<file path="src/sv/ifrt_pkg.sv">
// Shared types and codes for the IP range filter table.
package ifrt_pkg;

  localparam int DEF_TABLE_DEPTH = 256;
  localparam int ERR_W = 16;

  localparam logic [1:0] OP_INSERT = 2'd0;
  localparam logic [1:0] OP_LOOKUP = 2'd1;
  localparam logic [1:0] OP_CLEAR  = 2'd2;

  localparam logic [1:0] ST_OK       = 2'd0;
  localparam logic [1:0] ST_DUP      = 2'd1;
  localparam logic [1:0] ST_FULL     = 2'd2;
  localparam logic [1:0] ST_BAD_SPAN = 2'd3;

  typedef struct packed {
    logic [1:0]  operation;
    logic [31:0] range_low;
    logic [31:0] range_high;
    logic [31:0] query_addr;
  } req_t;

  typedef struct packed {
    logic [1:0]       status;
    logic             hit;
    logic [31:0]      hit_low;
    logic [31:0]      hit_high;
    logic [ERR_W-1:0] error_count;
  } rsp_t;

  typedef struct packed {
    logic [31:0] start_addr;
    logic [31:0] end_addr;
  } entry_t;

  typedef struct packed {
    logic le;
    logic eq;
  } cmp_t;

endpackage

</file>
<file path="src/sv/ifrt_cmp.sv">
// Shared 32-bit magnitude and equality compare unit.
module ifrt_cmp import ifrt_pkg::*; (
  input  logic [31:0] a,
  input  logic [31:0] b,
  output cmp_t        res
);

  assign res.le = (a <= b);
  assign res.eq = (a == b);

endmodule

</file>
<file path="config.mk">
export PLATFORM = sky130hd
export DESIGN_NAME = ifrt_cmp
export DESIGN_NICKNAME = d
export VERILOG_FILES = /design/src/sv/ifrt_pkg.sv /design/src/sv/ifrt_cmp.sv
export SDC_FILE = /design/constraint.sdc
export NUM_CORES = 1
export LEC_CHECK = 0
export ABC_AREA = 0
export BUFFER_PORTS_ARGS = -buffer_cell sky130_fd_sc_hd__buf_2
export CORE_MARGIN = 10
export CORE_UTILIZATION = 42
export DETAILED_ROUTE_END_ITERATION = 12
export PLACE_DENSITY = 0.92
export SETUP_SLACK_MARGIN = 0.15
export SYNTH_ARGS = -nofsm -noshare
export SYNTH_HDL_FRONTEND = slang
export SYNTH_SLANG_ARGS = --single-unit
</file>
<file path="constraint.sdc">
create_clock -name vclk -period 2.3
set_input_delay 0.46 -clock vclk [all_inputs]
set_output_delay 0.46 -clock vclk [all_outputs]
set_load 0.1 [all_outputs]
</file>
Word level (Yosys, flattened, before mapping)
Cells that the tools add are included.

Multipliers: 0. $add $sub $neg: 0. Equal/unequal tests: 1. Div/mod/pow operators: 0. Shift operators: 0. Mux-type cells: 0. $lt $le $gt $ge: 1. Bitwise operators: 0. Reductions and logical operators: 0.

Operators with widths (number): 32-bit == test (1); 32-bit less-or-equal comparator (1).

Memories: 0. Bits of input ports: 64. Logic and storage cells: 2. Bits in read-only memories: 0. RAM bits: 0. Output and inout port bits: 2. Latch bits: 0. Bits in registers: 0.

Depth between registers and ports, before layout
Word-level depth: 1. Mapped depth: 7. Depth with buffers taken out: 7.

Worst setup path after synthesis
Ideal clock, no wire load.

Path kind: input port to output port. From: in b[30]. To: out res[1] (netlist name). Stages: 7. Required time: 1.840 ns. Slack: -1.019 ns. Buffers on the path: 0. Arrival time: 2.859 ns. Path through: inv_1 ha_1 nand4_2 nor2_2 nand3_2 nor3_4 o21bai_1.

RTL lines: start: declaration (line ifrt_cmp.sv:4) `input logic [31:0] b,`; end: declaration (line ifrt_cmp.sv:5) `output cmp_t res`.

==> results.py <==
metrics = {
    "synth": {
        "synth_commonest_cells": "inv_1 (33), ha_1 (32), a21oi_1 (11)",
        "ys_seq_area_share_pct": 0,
        "yosysWarnings": 0,
        "synth.avg_cell_area_um2": 7.15,
        "synth_area_leaders": "ha_1 (48%), inv_1 (15%), a21oi_1 (6.6%)",
        "synthDistinctLibCells": 24,
        "synth_fp_nets": 212,
        "yosys.cell_count.top_type": "inv_1",
        "synth_cells": 116,
        "syn-cell-area_um2": 830,
        "synth_top_area_cell": "ha_1",
        "synth.top_cell.area_share_pct": 48.3,
    },
    "global_routing": {
        "overflow": 0,
        "track_usage_pct": 19.1,
        "grt_max_degree": 4,
        "grt_pass1_wl_mm": 6.53,
        "antenna_found_initial": 0,
        "grt_pass1_vias": 1428,
    },
    "sta": {
        "final.setup.worst_slack_ps": -77.6,
        "rsz0062_at_grt": "yes",
        "setup_viol": 2,
        "timing.final.crit_share_pct": 103,
        "holdWs_ps": 1490,
        "tightest_slew_ps": 285,
        "hold_violations": 0,
        "final.setup.tns_ps": -103,
        "period_needed_ps": 2380,
        "slew_headroom_pct": 80.9,
        "clock.fmax_mhz": 421,
        "timing.final.max_slew_violations": 0,
    },
    "setup_path": {
        "worst_setup_path_start_kind": "primary input",
        "path_cells": "buf_6 > ha_4 > a21oi_1 > o21ai_1 > a221oi_2 > o31ai_2 > o21bai_4 > buf_12",
        "cp.arrival_ps": 1920,
        "crit_path_end_kind": "output port",
        "cp_top_family": "compound AO/OA/AOI/OAI gates",
        "cp.buffers_inverters": 2,
        "worst_ep_required_time_ps": 1840,
        "max_stage_delay_ps": 310,
        "critical_path_class": "in -> out",
        "crit_end": "res[1]",
        "slowest_stage": "a221oi_2",
        "crit_fanout": 2,
        "crit_cells": 8,
        "critPathLaunch": "a[25]",
    },
    "finish": {
        "n_fill_cell": 76,
        "syn2layout_area_growth_pct": 112,
        "final_util_pct": 91.5,
        "n_antenna_cell": 0,
        "fin_cells": 215,
        "clkbuf_count": 0,
        "finalNetCount": 286,
        "design.seq.count": 0,
        "drive_gt1_share_pct": 69.1,
        "seqCellArea_um2": 0,
    },
    "place": {
        "place_inst": 212,
        "numPortBuffers": 66,
        "gp_congestion": 0.829,
        "hpwl_mm": 2.79,
    },
    "power_and_ir_drop": {
        "switching_power_mw": 0.165,
        "ir_worst_vdd_mv": 0.157,
        "netSwitchingFraction_pct": 47.4,
        "seqPwrFrac_pct": 0,
        "power.density_mw_per_mm2": 198,
        "leakagePower_nw": 0.875,
        "p_clk_share_pct": 0,
        "intPower_mw": 0.183,
        "pwr-share-comb_pct": 100.0,
        "p_total_mw": 0.347,
    },
    "detailed_routing": {
        "firstDrtPassIters": 4,
        "wl_per_cell_um": 18.4,
        "viasPerCell": 5.26,
        "dr.first_iter.drc_count": 33,
        "drc": 0,
        "routed_wl_mm": 3.97,
        "ant_nets": 0,
        "vias": 1130,
    },
    "die": {
        "die_y_um": 64.4,
        "start_util_pct": 43.2,
        "dieArea_mm2": 0.00415,
        "core_mm2": 0.00192,
        "fp.dieW_um": 64.4,
        "pin_count": 66,
        "fp-row-count": 16,
    },
    "status": {
        "violations": "setup timing",
        "status": "complete, but fails checks",
    },
    "flow_run": {
        "maxCapViolCount": 0,
    },
    "hold_path": {
        "min_path_type": "in -> out",
    },
}
stage by stage:
stage                     cell area [um^2]  setup WS, ps
after floorplan                       1070          -511
after global placement                1480         -58.3
after detailed placement              1480         -77.0
after CTS                             1760          37.1
after global routing                  1760          -161
final                                 1760         -77.6
worst min-delay path by stage:
stage | depth (start not counted) | from | end | slack (ps)
floorplan | 4 | a[31] | res[1] | 1370
global placement | 6 | a[31] | res[1] | 1520
detailed placement | 6 | a[31] | res[1] | 1520
CTS | 6 | a[31] | res[1] | 1490
global route | 6 | a[31] | res[1] | 1530
finish | 6 | a[31] | res[1] | 1490
tightest hold or removal path, delay by kind of cell:
family	cells	cell delay, ps
buf+inv	2	260
compound gates	3	200
fa+ha+maj	1	120
what timing repair did:
| item | 4_1_cts | 5_1_grt |
|---|---|---|
| endpoints found under the setup margin | 2 | 2 |
| setup buffers | 3 | 0 |
| pin swaps | 30 | 4 |
| hold buffers | 0 | 0 |
| gates resized for setup | 44 | 0 |
final cells by class:
type | count | area [um^2] | area share [%]
timing repair buffer | 72 | 507 | 28.8
tap | 27 | 33.8 | 1.92
inverter | 33 | 151 | 8.61
multi-input combinational | 83 | 1070 | 60.6
logic make-up after synthesis:
group / share of synthesized area (%)
AOI/OAI and AO/OA: 17.8
adders and majority gates: 48.3
buffers and inverters: 14.9
and+or+nand+nor: 19.0
metal layers:
| metal | global-route usage, % | share of wire, % | vias to the layer above |
|---|---|---|---|
| li1 | - | - | 544 |
| met1 | 16.3 | 33 | 514 |
| met2 | 39.8 | 55 | 54 |
| met3 | 6.01 | 7.8 | 18 |
| met4 | 6.68 | 4.2 | 0 |
| met5 | 0 | 0 | - |
cells in the final DEF, fill, tap and decap left out, types with 3 or more instances in the layout:
cell / Yosys / final
ha_1: 32 / 10
a21oi_1: 11 / 7
nand4_1: 4 / 4
buf_6: 0 / 15
a21oi_2: 0 / 4
inv_1: 33 / 15
o21ai_1: 3 / 4
a221oi_2: 0 / 3
ha_4: 0 / 22
buf_4: 0 / 5
buf_2: 0 / 49
inv_4: 0 / 3
inv_2: 0 / 13
nand3_1: 3 / 3
nand2_1: 9 / 9
power groups by stage:
stage / sequential [mW] / combinational, mW / clock (mW)
2_1_floorplan: 0 / 0.151 / 0
3_3_place_gp: 0 / 0.247 / 0
3_5_place_dp: 0 / 0.266 / 0
4_1_cts: 0 / 0.327 / 0
5_1_grt: 0 / 0.379 / 0
6_report: 0 / 0.347 / 0
Note: power is estimated with default switching activity, not from simulation.
